`config.mk`:
```
export PLATFORM = sky130hd
export DESIGN_NAME = unsorted_array_table_unit
export DESIGN_NICKNAME = d
export VERILOG_FILES = /design/src/uat_pkg.sv /design/src/uat_cell.sv /design/src/unsorted_array_table_unit.sv
export SDC_FILE = /design/constraint.sdc
export NUM_CORES = 1
export LEC_CHECK = 0
export BUFFER_PORTS_ARGS = -buffer_cell sky130_fd_sc_hd__buf_4
export CAP_MARGIN = 20
export CORE_UTILIZATION = 35
export CTS_CLUSTER_DIAMETER = 60
export DETAILED_ROUTE_END_ITERATION = 10
export SETUP_SLACK_MARGIN = 0.1
export SYNTH_ARGS = -nofsm -noshare
export SYNTH_HDL_FRONTEND = slang
export SYNTH_SLANG_ARGS = --single-unit
```
`constraint.sdc`:
```
create_clock -name clk -period 7.3 [get_ports clk]
set_input_delay 1.095 -clock clk [delete_from_list [all_inputs] [get_ports clk]]
set_output_delay 1.095 -clock clk [all_outputs]
set_load 0.005 [all_outputs]
```
`src/uat_pkg.sv`:
```
// Shared constants, codes and types for the unsorted array table.
package uat_pkg;

  localparam int CAPACITY = 16;
  localparam int IDX_W    = $clog2(CAPACITY);
  localparam int CNT_W    = $clog2(CAPACITY + 1);
  localparam int VAL_W    = 32;

  localparam logic [1:0] CMD_INSERT = 2'd0;
  localparam logic [1:0] CMD_SEARCH = 2'd1;
  localparam logic [1:0] CMD_DELETE = 2'd2;

  localparam logic [1:0] ST_OK        = 2'd0;
  localparam logic [1:0] ST_FULL      = 2'd1;
  localparam logic [1:0] ST_NOT_FOUND = 2'd2;
  localparam logic [1:0] ST_EMPTY     = 2'd3;

  typedef struct packed {
    logic match_en;
    logic insert_en;
    logic delete_en;
  } cell_ctrl_t;

endpackage

```
`src/uat_cell.sv`:
```
// One table cell: holds an entry, compares it with the key and shifts down on delete.
module uat_cell
  import uat_pkg::*;
(
  input  logic                    clk,
  input  logic                    rst_n,
  input  logic [IDX_W-1:0]        cell_idx,
  input  cell_ctrl_t              ctrl,
  input  logic signed [VAL_W-1:0] key,
  input  logic [CNT_W-1:0]        count,
  input  logic signed [VAL_W-1:0] up_value,
  input  logic                    hit_in,
  output logic                    hit_out,
  output logic                    first,
  output logic signed [VAL_W-1:0] value_out
);

  logic signed [VAL_W-1:0] value_r;
  logic signed [VAL_W-1:0] value_nxt;
  logic                    match_r;
  logic                    match_nxt;
  logic                    in_use;

  assign in_use = ({1'b0, cell_idx} < {1'b0, count});

  always_comb begin
    match_nxt = match_r;
    if (ctrl.match_en) begin
      match_nxt = in_use && (value_r == key);
    end
  end

  always_comb begin
    value_nxt = value_r;
    if (ctrl.insert_en && (CNT_W'(cell_idx) == count)) begin
      value_nxt = key;
    end else if (ctrl.delete_en && (hit_in || match_r)) begin
      value_nxt = up_value;
    end
  end

  always_ff @(posedge clk) begin
    if (!rst_n) begin
      match_r <= 1'b0;
    end else begin
      match_r <= match_nxt;
    end
  end

  always_ff @(posedge clk) begin
    value_r <= value_nxt;
  end

  assign hit_out   = hit_in || match_r;
  assign first     = match_r && !hit_in;
  assign value_out = value_r;

endmodule

```
`src/unsorted_array_table_unit.sv`:
```
// Top level of the unsorted array table: command sequencer, count and result register.
//
//   channel | ports                                    | direction
//   --------+------------------------------------------+----------
//   input   | in_valid, in_stall, in_cmd, in_value     | in
//   result  | out_valid, out_stall, out_status,        | out
//           | out_index, out_entry_count               |
//
// Each command passes the idle state, in which it is accepted, a compare state in
// which every cell compares its entry with the key, and a resolve state in which the
// first-match chain resolves, the table is updated and the result beat is registered.
// A new command is taken once the previous one has left the sequencer, even while
// its result beat is still stalled. A stalled result holds the sequencer in its
// resolve state. Reset empties the table; entry contents are not cleared.
module unsorted_array_table_unit
  import uat_pkg::*;
(
  input  logic                    clk,
  input  logic                    rst_n,
  input  logic                    in_valid,
  output logic                    in_stall,
  input  logic [1:0]              in_cmd,
  input  logic signed [VAL_W-1:0] in_value,
  output logic                    out_valid,
  input  logic                    out_stall,
  output logic [1:0]              out_status,
  output logic [3:0]              out_index,
  output logic [4:0]              out_entry_count
);

  typedef enum logic [2:0] {
    S_IDLE    = 3'b001,
    S_MATCH   = 3'b010,
    S_RESOLVE = 3'b100
  } state_t;

  state_t                  state_r, state_nxt;
  logic [1:0]              cmd_r, cmd_nxt;
  logic signed [VAL_W-1:0] key_r, key_nxt;
  logic [CNT_W-1:0]        count_r, count_nxt;
  logic                    out_valid_r, out_valid_nxt;
  logic [1:0]              status_r, status_nxt;
  logic [3:0]              index_r, index_nxt;
  logic [4:0]              ecount_r, ecount_nxt;

  logic                    accept;
  logic                    go;
  logic                    found;
  logic                    full;
  logic [IDX_W-1:0]        found_idx;
  cell_ctrl_t              ctrl;

  logic [CAPACITY:0]       hit;
  logic [CAPACITY-1:0]     first;
  logic signed [VAL_W-1:0] cell_value [CAPACITY];

  assign accept = in_valid && !in_stall;
  assign in_stall = (state_r != S_IDLE);
  assign go = (state_r == S_RESOLVE) && (!out_valid_r || !out_stall);
  assign full = (count_r >= CNT_W'(CAPACITY));

  assign ctrl.match_en  = (state_r == S_MATCH);
  assign ctrl.insert_en = go && (cmd_r == CMD_INSERT) && !full;
  assign ctrl.delete_en = go && (cmd_r == CMD_DELETE) && found;

  assign hit[0] = 1'b0;

  for (genvar i = 0; i < CAPACITY; i++) begin : g_cell
    uat_cell u_cell (
      .clk       (clk),
      .rst_n     (rst_n),
      .cell_idx  (IDX_W'(i)),
      .ctrl      (ctrl),
      .key       (key_r),
      .count     (count_r),
      .up_value  ((i == CAPACITY - 1) ? cell_value[i] : cell_value[(i + 1) % CAPACITY]),
      .hit_in    (hit[i]),
      .hit_out   (hit[i+1]),
      .first     (first[i]),
      .value_out (cell_value[i])
    );
  end

  assign found = hit[CAPACITY];

  always_comb begin
    found_idx = '0;
    for (int i = 0; i < CAPACITY; i++) begin
      if (first[i]) begin
        found_idx = found_idx | IDX_W'(i);
      end
    end
  end

  always_comb begin
    state_nxt = state_r;
    unique case (state_r)
      S_IDLE: begin
        if (accept) begin
          state_nxt = S_MATCH;
        end
      end
      S_MATCH: begin
        state_nxt = S_RESOLVE;
      end
      S_RESOLVE: begin
        if (go) begin
          state_nxt = S_IDLE;
        end
      end
      default: begin
        state_nxt = S_IDLE;
      end
    endcase
  end

  always_comb begin
    cmd_nxt = cmd_r;
    key_nxt = key_r;
    if (accept) begin
      cmd_nxt = in_cmd;
      key_nxt = in_value;
    end
  end

  always_comb begin
    count_nxt     = count_r;
    out_valid_nxt = out_valid_r && out_stall;
    status_nxt    = status_r;
    index_nxt     = index_r;
    ecount_nxt    = ecount_r;
    if (go) begin
      out_valid_nxt = 1'b1;
      status_nxt    = ST_NOT_FOUND;
      index_nxt     = '0;
      unique case (cmd_r)
        CMD_INSERT: begin
          if (full) begin
            status_nxt = ST_FULL;
          end else begin
            status_nxt = ST_OK;
            index_nxt  = 4'(count_r);
            count_nxt  = count_r + CNT_W'(1);
          end
        end
        CMD_SEARCH: begin
          if (found) begin
            status_nxt = ST_OK;
            index_nxt  = 4'(found_idx);
          end
        end
        CMD_DELETE: begin
          if (count_r == '0) begin
            status_nxt = ST_EMPTY;
          end else if (found) begin
            status_nxt = ST_OK;
            index_nxt  = 4'(found_idx);
            count_nxt  = count_r - CNT_W'(1);
          end
        end
        default: begin
          status_nxt = ST_NOT_FOUND;
        end
      endcase
      ecount_nxt = 5'(count_nxt);
    end
  end

  always_ff @(posedge clk) begin
    if (!rst_n) begin
      state_r     <= S_IDLE;
      count_r     <= '0;
      out_valid_r <= 1'b0;
    end else begin
      state_r     <= state_nxt;
      count_r     <= count_nxt;
      out_valid_r <= out_valid_nxt;
    end
  end

  always_ff @(posedge clk) begin
    cmd_r    <= cmd_nxt;
    key_r    <= key_nxt;
    status_r <= status_nxt;
    index_r  <= index_nxt;
    ecount_r <= ecount_nxt;
  end

  assign out_valid       = out_valid_r;
  assign out_status      = status_r;
  assign out_index       = index_r;
  assign out_entry_count = ecount_r;

  a_count_bound: assert property (@(posedge clk) disable iff (!rst_n)
    count_r <= CNT_W'(CAPACITY))
    else $error("entry count exceeds capacity");

  a_accept_to_match: assert property (@(posedge clk) disable iff (!rst_n)
    accept |=> (state_r == S_MATCH))
    else $error("accepted command did not enter the compare cycle");

  a_result_source: assert property (@(posedge clk) disable iff (!rst_n)
    $rose(out_valid_r) |-> $past(state_r == S_RESOLVE))
    else $error("result beat appeared outside the resolve cycle");

  a_index_zero: assert property (@(posedge clk) disable iff (!rst_n)
    out_valid_r |-> (status_r == ST_OK || index_r == 4'd0))
    else $error("nonzero index on a failed command");

  a_single_first: assert property (@(posedge clk) disable iff (!rst_n)
    $onehot0(first))
    else $error("more than one first match in the chain");

endmodule
```
After elaboration in Yosys (flattened, before gate mapping)
Index checks and enable logic that the tools add are counted.
W data, S select, Z words.
{"block": "word_totals", "elab_cells": 281, "output_inout_bits": 13, "ff_bits": 582, "in_bits": 38}
{"block": "op_classes", "n_addsub": 2, "n_mux": 61, "magnitude_cmp": 17, "eq_ne": 39, "reduce_logical": 122}
{"op": "$mux W32", "n": 30}
{"op": "$eq A32 B32 Y1", "n": 16}
{"op": "$logic_and A1 B1 Y1", "n": 69}
{"op": "$mux W4", "n": 11}
{"op": "$eq A4 B5 Y1 const A", "n": 8}
{"op": "$lt A4 B5 Y1 const A", "n": 8}
{"op": "$reduce_bool A2 Y1", "n": 15}
{"op": "$eq A3 B5 Y1 const A", "n": 4}
{"op": "$lt A3 B5 Y1 const A", "n": 4}
{"op": "$logic_not A1 Y1", "n": 19}
{"op": "$mux W3", "n": 6}
{"op": "$logic_or A1 B1 Y1", "n": 16}
{"op": "$mux W5", "n": 3}
{"op": "$pmux W4 S3", "n": 1}
{"op": "$eq A2 B5 Y1 const A", "n": 2}
{"op": "$lt A1 B5 Y1 const A", "n": 2}
{"op": "$lt A2 B5 Y1 const A", "n": 2}
{"op": "$pmux W5 S2", "n": 1}
{"op": "$pmux W3 S3", "n": 1}
{"op": "$mux W2", "n": 4}
{"op": "$pmux W2 S3", "n": 1}
{"op": "$add A5 B1 Y5 const B", "n": 1}
{"op": "$eq A1 B5 Y1 const A", "n": 1}
{"op": "$ge A5 B5 Y1 const B", "n": 1}
{"op": "other kinds (12)", "n": 15}

Logic depth before layout (Yosys ltp)
Gate-level depths: netlist of run 1.
{"block": "depth", "word_depth": 20, "depth_mapped": 8, "ltp_nobuf": 7}

By module
A second synthesis of run 1 with hierarchy kept.
{"block": "unflattened", "hier_cells": 2271, "hier_area_um2": 32296.0}
{"module": "uat_cell", "seq_area_each_um2": 980.9, "area_each_um2": 1881.8, "cells_each": 132, "instances": 16}
{"module": "unsorted_array_table_unit", "seq_area_each_um2": 1531.5, "area_each_um2": 2187.1, "cells_each": 159, "instances": 1}

Worst setup path after synthesis of run 1
Ideal clock, no wire load.
{"block": "synth_timing", "kind": "in2reg", "startpoint": "input out_stall", "endpoint": "register g_cell[4].u_cell.value_r[0], enable pin", "stages": 5, "required_ps": 6834, "arrival_time_ps": 3968, "setup_slack_ps": 2866, "path_cell_list": "nand2_1 > nand2_2 > nor2_1 > nand3_2 > o21ai_0"}
{"block": "synth_via", "elab_chain_len": 7, "elab_cells_between_ends": 10}
{"element": "start: declaration", "line": "unsorted_array_table_unit.sv:25", "text": "input logic out_stall,"}
{"element": "$logic_not A1 Y1 *", "line": "unsorted_array_table_unit.sv:59", "text": "assign go = (state_r == S_RESOLVE) && (!out_valid_r || !out_stall);"}
{"element": "$logic_or A1 B1 Y1 *", "line": "unsorted_array_table_unit.sv:59"}
{"element": "$logic_and A1 B1 Y1 *", "line": "unsorted_array_table_unit.sv:59"}
{"element": "$logic_and A1 B1 Y1, on equally long branches (2 in series)", "line": "unsorted_array_table_unit.sv:64, unsorted_array_table_unit.sv:63"}
{"element": "$logic_and A1 B1 Y1, on equally long branches", "line": "uat_cell.sv:37, uat_cell.sv:35"}
{"element": "$reduce_bool A2 Y1 (no line) *"}
{"element": "end signal: assignment", "line": "uat_cell.sv:51", "text": "value_r <= value_nxt;"}
{"element": "end: declaration", "line": "uat_cell.sv:18", "text": "logic signed [VAL_W-1:0] value_r;"}
Mark *: on every way between the ends. The rest lies on a longest branch, timed or not.
A chain may end at the register's enable or synchronous reset.

Final worst setup path of run 1
{"block": "layout_timing", "startpoint": "register cmd_r[1]", "endpoint": "register g_cell[14].u_cell.value_r[28], enable pin"}
{"block": "layout_via", "elab_chain_len": 5, "elab_cells_between_ends": 9}
{"element": "start: declaration", "line": "unsorted_array_table_unit.sv:38", "text": "logic [1:0] cmd_r, cmd_nxt;"}
{"element": "start signal: assignment", "line": "unsorted_array_table_unit.sv:182", "text": "cmd_r <= cmd_nxt;"}
{"element": "$eq A2 B2 Y1 / $logic_not A2 Y1 (equally long branches)", "line": "unsorted_array_table_unit.sv:64, unsorted_array_table_unit.sv:63"}
{"element": "$logic_and A1 B1 Y1, on equally long branches (2 in series)", "line": "unsorted_array_table_unit.sv:64, unsorted_array_table_unit.sv:63"}
{"element": "$logic_and A1 B1 Y1, on equally long branches", "line": "uat_cell.sv:37, uat_cell.sv:35"}
{"element": "$reduce_bool A2 Y1 (no line) *"}
{"element": "end signal: assignment", "line": "uat_cell.sv:51"}
{"element": "end: declaration", "line": "uat_cell.sv:18"}
Marks and branches as above.

==> results.rst, run 1 <==
.. list-table::
   :header-rows: 1

   * - Metric
     - Value
   * - Part of the power in combinational logic
     - 5.6%
   * - Synthesis-to-finish area growth
     - 12.74%
   * - Core area
     - ~86000 sq um
   * - Synth Area in Simple Gates
     - 5.950%
   * - Most common cell after layout, fill and taps aside
     - edfxtp_1
   * - Critical path class
     - register to register
   * - Nets in the synthesized netlist
     - ~2200
   * - H-tree lvl count
     - 3
   * - Clock tree from TritonCTS
     - yes
   * - Highest-count cells in the layout ignoring fill and taps
     - edfxtp_1 (557), mux2_2 (400), xnor2_1 (274)
   * - Total of max-cap violations
     - 0
   * - Net switching fraction of the power
     - a little under a quarter
   * - Total detailed-routing wirelength
     - 85.80 mm
   * - CTS Sinks
     - between 500 and 600
   * - Fraction of synthesized cell area taken by the top area cell type
     - 54.78%
   * - Share of the synthesized area in compound gates (AO/OA/AOI/OAI)
     - just under 2%
   * - Number of nets still failing antenna checks after routing
     - 0
   * - Post CTS Setup Buffer Count
     - 0
   * - Clk pwr share
     - 46.5%
   * - Number of antenna violations at the first check in global routing
     - 1
   * - Weighted congestion reported at the end of routability-driven placement
     - around 0.85
   * - Residual DRC
     - 0
   * - Count of endpoints failing hold in the final timing report
     - 0
   * - Unique cell type count in the Yosys netlist
     - 67
   * - Vias in the first global route
     - around 19000
   * - Synthesized flop and latch total
     - 582
   * - Setup violators final
     - 0
   * - Largest driver fanout on the critical path
     - 33
   * - Die height
     - 297.4 um
   * - Number of violations reported at the end of detailed-routing iteration 0
     - 1496
   * - Run status
     - finished clean
   * - Floorplan row count
     - 107
   * - Number of slew-limit violations in the final report
     - 0
   * - HPWL after detailed placement
     - roughly 57 mm
   * - Highest attainable clock frequency
     - 278.3 MHz
   * - Path category of the worst min-delay check
     - register to register
   * - Pin count of the biggest net entering global routing
     - 36
   * - Count of nets after finishing
     - roughly 2200
   * - Number of iterations in the first detailed-routing pass
     - 5
   * - Synthesized-area fraction occupied by adder cells
     - 0.2459%
   * - Total congestion overflow
     - 0
   * - Tot Pwr
     - 7.599 mW
   * - Total negative slack for setup checks
     - 0 ps
   * - R2R Setup Slk
     - 3710 ps
   * - CP Capture Type
     - register
   * - Deepest clock path buffer count
     - 3
   * - Post-synthesis mux area share
     - around 18%
   * - Period minus WS final
     - 3593 ps
   * - Areal power density over the cells
     - approximately 220 nW/um^2
   * - Die width
     - between 200 and 300 um
   * - Net switching power figure
     - 1.738 mW
   * - DR vias
     - 18000
   * - CTS root buf
     - clkbuf_16
   * - Latest clock arrival within the worst-skew pair
     - about 620 ps
   * - Slew headroom
     - ~30%
   * - Dominant combinational cell family by area after synthesis
     - multiplexers
   * - Final antenna diode count
     - 0
   * - Yosys top cell by area
     - edfxtp_1
   * - Arrival time reported for the critical path endpoint
     - 3820 ps
   * - Drt via density
     - roughly 5.3
   * - Xor and xnor area share after synthesis
     - 14.72%
   * - Worst path required time
     - 7530 ps
   * - TritonCTS Buffers
     - 70
   * - Register share of total power
     - 47.9%
   * - GRT Util Overall
     - 19.19%
   * - # IOs
     - 51
   * - Largest vdd supply drop
     - 185.3 uV
   * - Share of layout cells above drive strength 1
     - 29.90%
   * - Ranking of synthesized cells by area
     - edfxtp_1 (55%), mux2_2 (15%), xnor2_1 (7.9%)
   * - Max Used Layer
     - met5
   * - Hold path cells
     - 2
   * - Main synth FF type
     - edfxtp_1
   * - Worst slack, placed
     - about 3400 ps
   * - Smallest hold slack
     - 454.1 ps
   * - Part of the cycle the worst path needs
     - 49.22%
   * - Total leakage power
     - 11.16 nW
   * - Setup repair after global routing missed its margin
     - no
   * - Die Area
     - 88420 sq um
   * - Setup crit start kind
     - register
   * - Initial Utilization
     - a little over a third
   * - Post-CTS clock slew at the launch and capture registers of the worst setup and hold paths
     - 60 ps
   * - Clock tree skew after final layout
     - 26.32 ps
   * - Minimum setup slack in the final design
     - 3707 ps
   * - Warnings, synthesis
     - 0
   * - Number of enable-type register cells in the synthesized netlist
     - 557
   * - Post-Syn Area
     - 30530 sq um
   * - Transition time at the pin with the least slew margin
     - 1055 ps
   * - CTS Hold Bufs
     - 0
   * - Port Buffers
     - 50
   * - Global-route wire length before repair
     - 127.1 mm
   * - Detailed route wirelength on metal2
     - approximately 40 mm
   * - Seq/Total Area, Yosys
     - between 50% and 60%
   * - Post-Synthesis Cells
     - 2177
   * - Internal power of the cells
     - 5.861 mW
   * - Async set-or-reset flop fraction in the synthesized netlist
     - 0%
   * - Quantity of gates resized following cts
     - 0
   * - Wire length per cell after detailed routing
     - 25.42 um
   * - R2R cell count
     - 6
   * - Met1 layer wirelength in the final routing
     - 38.12 mm
   * - Per-instance average area after synthesis
     - 14.02 sq um
   * - Met3 wire len
     - ~5.4 mm
==> power by group through the flow <==
stage,Sequential [mW],Clock [mW],Combinational [mW]
after global placement,3.71,0,0.419
after global routing,3.64,3.72,0.453
after floorplan,3.70,0,0.279
final,3.64,3.53,0.426
after CTS,3.64,3.59,0.424
after detailed placement,3.71,0,0.422
==> logic make-up (layout without fill, tap and decap cells) <==
family,count (synthesis),after routing
compound gates,90,90
xor+xnor,513,513
fa+ha+maj,6,6
buf+inv,204,258
flops,582,582
mux,482,482
simple gates,300,300
==> sequential cells by signal (all words and copies together), names as in the netlist <==
| signal | cells |
|---|---|
| cmd_r | 2 |
| g_cell.u_cell.value_out | 512 |
| key_r | 32 |
| count_r | 5 |
| out_status | 2 |
| out_entry_count | 5 |
| out_valid | 1 |
| g_cell.u_cell.match_r | 16 |
| state_r | 3 |
| out_index | 4 |
==> stage by stage <==
stage / area [sq um] / utilization [%] / cells
2_1_floorplan: 30530 / - / 2177
6_report: 34420 / 40.11 / 3375
5_1_grt: 34420 / 40.11 / 3375
3_5_place_dp: 32070 / 37.37 / 3246
3_3_place_gp: 32070 / 37.37 / 3246
4_1_cts: 34380 / 40.06 / 3373
==> synth_stat cells (3+ instances only) <==
| master | instances |
|---|---|
| a2111oi_0 | 3 |
| a21oi_1 | 18 |
| a22o_1 | 6 |
| a31oi_1 | 6 |
| a32o_1 | 3 |
| and2_1 | 3 |
| buf_1 | 4 |
| buf_2 | 88 |
| clkbuf_1 | 95 |
| dfxtp_1 | 25 |
| edfxtp_1 | 557 |
| ha_1 | 6 |
| inv_1 | 10 |
| mux2_1 | 80 |
| mux2_2 | 400 |
| nand2_1 | 37 |
| nand3_1 | 16 |
| nand3_2 | 8 |
| nand4_1 | 83 |
| nor2_1 | 26 |
| nor2b_1 | 3 |
| nor3_1 | 21 |
| nor3_2 | 3 |
| nor4_1 | 75 |
| o21ai_0 | 30 |
| o21bai_1 | 3 |
| o22ai_1 | 5 |
| or4_1 | 3 |
| xnor2_1 | 274 |
| xor2_1 | 239 |
==> metal layers <==
layer  vias to the layer above  track usage (%)
met2                       606            30.60
met5                         -                0
met1                      9197            26.39
li1                       8058                -
met4                         2            5.903
met3                       136            3.550
==> path summary, 6_finish.rpt <==
kind                                   from                              end
setup / recovery                   cmd_r[1]  g_cell[14].u_cell.value_out[28]
hold / removal    g_cell[15].u_cell.match_r        g_cell[15].u_cell.match_r
setup reg to reg                   cmd_r[1]  g_cell[14].u_cell.value_out[28]
hold reg to reg   g_cell[15].u_cell.match_r        g_cell[15].u_cell.match_r
==> final cells by class <==
| type | instances | area (sq um) |
|---|---|---|
| tap | 1144 | 1431 |
| clock buffer | 87 | 1921 |
| inverter | 12 | 45.04 |
| sequential | 582 | 17230 |
| clock inverter | 40 | 394.1 |
| multi-input combinational | 1391 | 12490 |
| timing repair buffer | 119 | 918.4 |
| fill | 7884 | 51390 |
==> critical path: stages (launching register included) <==
cell	delay [ps]
edfxtp_1	670
nor2_1	370
nand2_1	210
nor2_1	140
buf_4	310
nand3_2	730
o21ai_4	740
Power figures use the tool's default switching activity.
==> run 2, diff against run 1 <==
clock period = 3.58 ns   (was 7.3 ns; I/O delays follow)
==> run 2 against run 1 <==
Against the previous run:
- non-clock buffer count grew 66
- sequential share of layout area shrank 0.75 points
- combinational power grew 110%
- fmax grew 20%
- cell area grew 1.5%
- register-to-register slack lost 3100 ps
- critical endpoint is now g_cell[10].u_cell.value_out[2]
- largest cell class unchanged
==> results.rst, run 2 (synthesized netlist as in run 1, its figures left out) <==
.. list-table::
   :header-rows: 1

   * - Metric
     - Value
   * - Run status
     - finished clean
   * - Post-CTS clock slew at the launch and capture registers of the worst setup and hold paths
     - 60 ps
   * - CTS root buf
     - clkbuf_16
   * - DR vias
     - 18310
   * - Setup violators final
     - 0
   * - Weighted congestion reported at the end of routability-driven placement
     - 0.9745
   * - Part of the cycle the worst path needs
     - 83.58%
   * - Tot Pwr
     - about 15 mW
   * - Setup crit start kind
     - register
   * - Fill cell count
     - 7881
   * - CP Capture Type
     - register
   * - Register share of total power
     - 49.9%
   * - Period minus WS final
     - 2992 ps
   * - Synthesis-to-finish area growth
     - 14.47%
   * - # IOs
     - 51
   * - Critical path class
     - register to register
   * - Path category of the worst min-delay check
     - primary input to register
   * - Drt via density
     - approximately 5.3
   * - Slew headroom
     - 25.21%
   * - CTS Sinks
     - around 580
   * - Number of cells on the critical path
     - 7
   * - R2R Setup Slk
     - 590 ps
   * - Clock tree skew after final layout
     - around 30 ps
   * - Deepest clock path buffer count
     - 3
   * - Die height
     - 297.4 um
   * - Floorplan row count
     - 107
   * - Port Buffers
     - 50
   * - Residual DRC
     - 0
   * - Total leakage power
     - roughly 11 nW
   * - Total negative slack for setup checks
     - 0 ps
   * - Highest-count cells in the layout ignoring fill and taps
     - edfxtp_1 (557), mux2_2 (400), xnor2_1 (274)
   * - Hold path cells
     - 1
   * - Number of nets still failing antenna checks after routing
     - 0
   * - Clk pwr share
     - between 40 and 50%
   * - Areal power density over the cells
     - about 430 nW/um^2
   * - Latest clock arrival within the worst-skew pair
     - 620 ps
   * - Smallest hold slack
     - 93.39 ps
   * - Vias in the first global route
     - 18650
   * - Most common cell after layout, fill and taps aside
     - edfxtp_1
   * - Wire length per cell after detailed routing
     - 26.53 um
   * - Total detailed-routing wirelength
     - 91.18 mm
   * - Sequential cell area
     - 17230 sq um
   * - Total congestion overflow
     - 0
   * - Cell-by-cell trace of the critical path
     - nor2_1 > nand2_1 > nor2_1 > buf_4 > nand3_2 > nand2_1 > buf_4
   * - Count of endpoints failing hold in the final timing report
     - 0
   * - Largest vdd supply drop
     - 355.2 uV
   * - Die width
     - slightly below 300 um
   * - CTS Hold Bufs
     - 0
   * - Final standard cell utilization of the core
     - 40.72%
   * - Number of flip-flops under the largest register name
     - a little over 500
   * - Global-route wire length before repair
     - 132.0 mm
   * - Footprint of the multi-input gates
     - 12500 sq um
   * - H-tree lvl count
     - 3
   * - Arrival time reported for the critical path endpoint
     - 3250 ps
   * - Top delay family on crit path
     - simple AND/OR/NAND/NOR gates
   * - Pin count of the biggest net entering global routing
     - 36
   * - GRT Util Overall
     - approximately 20%
   * - Number of antenna violations at the first check in global routing
     - 2
   * - Slowest stage cell, crit path
     - edfxtp_1
   * - Number of iterations in the first detailed-routing pass
     - 6
   * - Worst path required time
     - ~3800 ps
   * - Quantity of gates resized following cts
     - 0
   * - Die Area
     - 88420 sq um
   * - Total of max-cap violations
     - 0
   * - Number of violations reported at the end of detailed-routing iteration 0
     - about 1700
   * - Highest attainable clock frequency
     - 334.2 MHz
   * - Count of nets after finishing
     - between 2000 and 2500
   * - Slowest cell delay on critical path
     - 660 ps
   * - Core area
     - 85820 sq um
   * - Final antenna diode count
     - 0
   * - Net switching fraction of the power
     - 23.21%
   * - Internal power of the cells
     - 11.58 mW
   * - Worst path buffer plus inverter count
     - 2
   * - Part of the power in combinational logic
     - roughly 6%
   * - TritonCTS Buffers
     - 69
   * - Number of slew-limit violations in the final report
     - 0
   * - Initial Utilization
     - 35.58%
   * - Post CTS Setup Buffer Count
     - 0
   * - Clock tree from TritonCTS
     - yes
   * - Largest driver fanout on the critical path
     - 32
   * - Net switching power figure
     - 3.498 mW
   * - Setup repair after global routing missed its margin
     - no
   * - Share of layout cells above drive strength 1
     - around a third
   * - HPWL after detailed placement
     - 64.98 mm
   * - Transition time at the pin with the least slew margin
     - approximately 1100 ps
   * - R2R cell count
     - 7
## run 2: metal layers
layer | share of wire, % | global-route usage [%]
met5 | 0 | 0
met4 | 2.6 | 5.952
met2 | 49 | 34.22
met1 | 43 | 27.40
met3 | 5.2 | 2.527
## run 2: final cells by class
type,count,area share [%]
multi-input cells,1391,35.77
clock buffers,92,5.460
repair buffers,185,4.690
clock inverters,31,0.5692
flip-flops and latches,582,49.29
well taps,1144,4.096
inverters,12,0.1289
## run 2: worst paths after layout
check,endpoint,start
setup / recovery,g_cell[10].u_cell.value_out[2],cmd_r[1]
hold / removal,key_r[0],in_value[0]
setup reg to reg,g_cell[10].u_cell.value_out[2],cmd_r[1]
hold reg to reg,g_cell[15].u_cell.match_r,g_cell[15].u_cell.match_r
## run 2: worst register-to-register path, delay by kind of cell (launching register included)
family	cells	cell delay (ps)
and+or+nand+nor	5	1330
buffers and inverters	2	660
DFF	1	660
## run 2: through the flow
step	instances	area, sq um	setup slack [ps]
finish	3437	34950	587.7
global route	3437	34950	386.7
CTS	3435	34910	614.8
detailed placement	3312	32800	640.0
global placement	3312	32800	642.5
floorplan	2177	30540	-295.7
## run 2: power groups by stage
stage,logic [mW],clock network (mW),registers (mW)
finish,0.902,6.66,7.52
global route,0.950,6.99,7.51
CTS,0.897,6.77,7.52
detailed placement,0.891,0,7.66
global placement,0.888,0,7.66
floorplan,0.568,0,7.55
==> run 3, diff against run 2 <==
clock period = 2.85 ns   (was 3.58 ns; I/O delays follow)
==> run 3 against run 2 <==
Against the previous run:
- via count grew 1.7%
- clock power grew 31%
- cell count grew 1.2%
- global-route usage grew 0.41 points
- die area is the same
- clock skew shrank 3.5 ps
- wire length grew 1.7%
- first-iteration DRC count shrank 14%
- hold slack lost 70 ps
- combinational power grew 40%
- non-clock buffer count grew 42
==> results.rst, run 3 (synthesized netlist as in run 1, its figures left out) <==
.. list-table::
   :header-rows: 1

   * - Metric
     - Value
   * - Die height
     - 297.4 um
   * - Most common cell after layout, fill and taps aside
     - edfxtp_1
   * - Fin area
     - ~36000 sq um
   * - Critical path class
     - register to register
   * - Drt via density
     - 5.356
   * - Part of the cycle the worst path needs
     - 92.64%
   * - R2R Setup Slk
     - 210 ps
   * - Synthesis-to-finish area growth
     - 16.76%
   * - Port Buffers
     - 50
   * - Areal power density over the cells
     - 542.4 nW/um^2
   * - Total congestion overflow
     - 0
   * - Share of layout cells above drive strength 1
     - a little under a third
   * - CTS root buf
     - clkbuf_16
   * - Transition time at the pin with the least slew margin
     - 942.3 ps
   * - Largest driver fanout on the critical path
     - 5
   * - Worst path required time
     - roughly 3100 ps
   * - H-tree lvl count
     - 3
   * - Placed cell areas
     - roughly 33000 sq um
   * - Placed insts
     - 3322
   * - Slew headroom
     - 37.18%
   * - Number of antenna violations at the first check in global routing
     - 4
   * - Worst slack, placed
     - 90.09 ps
   * - Latest clock arrival within the worst-skew pair
     - slightly above 600 ps
   * - CP Capture Type
     - register
   * - Number of iterations in the first detailed-routing pass
     - 5
   * - Setup violators final
     - 0
   * - Final antenna diode count
     - 0
   * - # IOs
     - 51
   * - Non-filler cells in the finished layout
     - around 3500
   * - Largest vdd supply drop
     - around 650 uV
   * - Total detailed-routing wirelength
     - 92.72 mm
   * - Number of violations reported at the end of detailed-routing iteration 0
     - 1491
   * - Die Area
     - 88420 sq um
   * - Deepest clock path buffer count
     - 3
   * - Number of nets still failing antenna checks after routing
     - 0
   * - TritonCTS Buffers
     - 68
   * - Residual DRC
     - 0
   * - Total leakage power
     - about 12 nW
   * - Total negative slack for setup checks
     - 0 ps
   * - DR vias
     - roughly 19000
   * - Core area
     - 85820 sq um
   * - Global-route wire length before repair
     - 134.8 mm
   * - Highest attainable clock frequency
     - roughly 380 MHz
   * - Setup repair after global routing missed its margin
     - no
   * - Clock tree skew after final layout
     - 25.87 ps
   * - Quantity of gates resized following cts
     - 0
   * - Post-CTS clock slew at the launch and capture registers of the worst setup and hold paths
     - ~60 ps
   * - Total of max-cap violations
     - 0
   * - Pin count of the biggest net entering global routing
     - 34
   * - Count of endpoints failing hold in the final timing report
     - 0
   * - Clock tree from TritonCTS
     - yes
   * - Initial Utilization
     - 35.58%
   * - Floorplan row count
     - ~110
   * - Run status
     - finished clean
   * - Wire length per cell after detailed routing
     - 26.65 um
   * - Die width
     - 297.4 um
   * - HPWL after detailed placement
     - about 66 mm
   * - Setup crit start kind
     - register
   * - Arrival time reported for the critical path endpoint
     - ~3000 ps
   * - Weighted congestion reported at the end of routability-driven placement
     - 0.9752
   * - Minimum setup slack in the final design
     - approximately 210 ps
   * - CTS Sinks
     - 582
   * - Number of flip-flops under the largest register name
     - 512
   * - Period minus WS final
     - 2640 ps
   * - Highest-count cells in the layout ignoring fill and taps
     - edfxtp_1 (557), mux2_2 (400), xnor2_1 (274)
   * - GRT Util Overall
     - 20.76%
   * - Number of slew-limit violations in the final report
     - 0
   * - Vias in the first global route
     - 19240
   * - Path category of the worst min-delay check
     - primary input to register
   * - Count of nets after finishing
     - 2326
[run 3: area by class of cell]
class                   count  area, sq um
clock buffers              90         1867
clock inverters            33        324.1
fillers                  7802        50170
inverters                  12        45.04
multi-input cells        1391        12490
flip-flops and latches    582        17230
well taps                1144         1431
repair buffers            227         2262
[run 3: critical path: stages, from the launching register on]
cell and delay (ps):
dfxtp_1 310, inv_1 190, ha_1 420, or4b_2 680
nand3_1 180, o21ai_0 170, nand2_1 200, o21ai_0 160
[run 3: per-layer routing]
metal  global-route usage (%)  vias to the layer above  wire, um
met1                    28.43                     9590     40640
li1                         -                     8266         -
met3                    2.812                      143      5203
met4                    6.370                        2      2672
met2                    34.03                      631     44190
met5                        0                        -        13
[run 3: power breakdown]
group	switching (mW)	internal [mW]	leakage, nW
logic	0.781	0.479	5.47
clock network	3.62	5.09	1.06
registers	0.0767	9.29	5.24
total	4.48	14.9	11.8
[run 3: path summary, 6_finish.rpt]
check | start | end | cells after the start
max | count_r[1] | out_index[0] | 7
min | in_value[6] | key_r[6] | 1
max reg2reg | count_r[1] | out_index[0] | 7
min reg2reg | g_cell[15].u_cell.match_r | g_cell[15].u_cell.match_r | 2
[run 3: metrics by stage]
stage / utilization, % / power [mW] / hold slack [ps]
2_1_floorplan: - / 10.20 / 407.2
3_3_place_gp: 38.56 / 10.74 / 440.3
3_5_place_dp: 38.59 / 10.75 / 432.7
4_1_cts: 41.52 / 19.48 / 4.598
5_1_grt: 41.54 / 19.83 / 6.778
6_report: 41.54 / 19.34 / 23.05
[run 3: timing repair]
item / in CTS / in global routing
endpoints found under the hold margin: 30 / 0
hold buffers: 30 / 0
endpoints found under the setup margin: 1 / 0
buffers inserted: 3 / 0
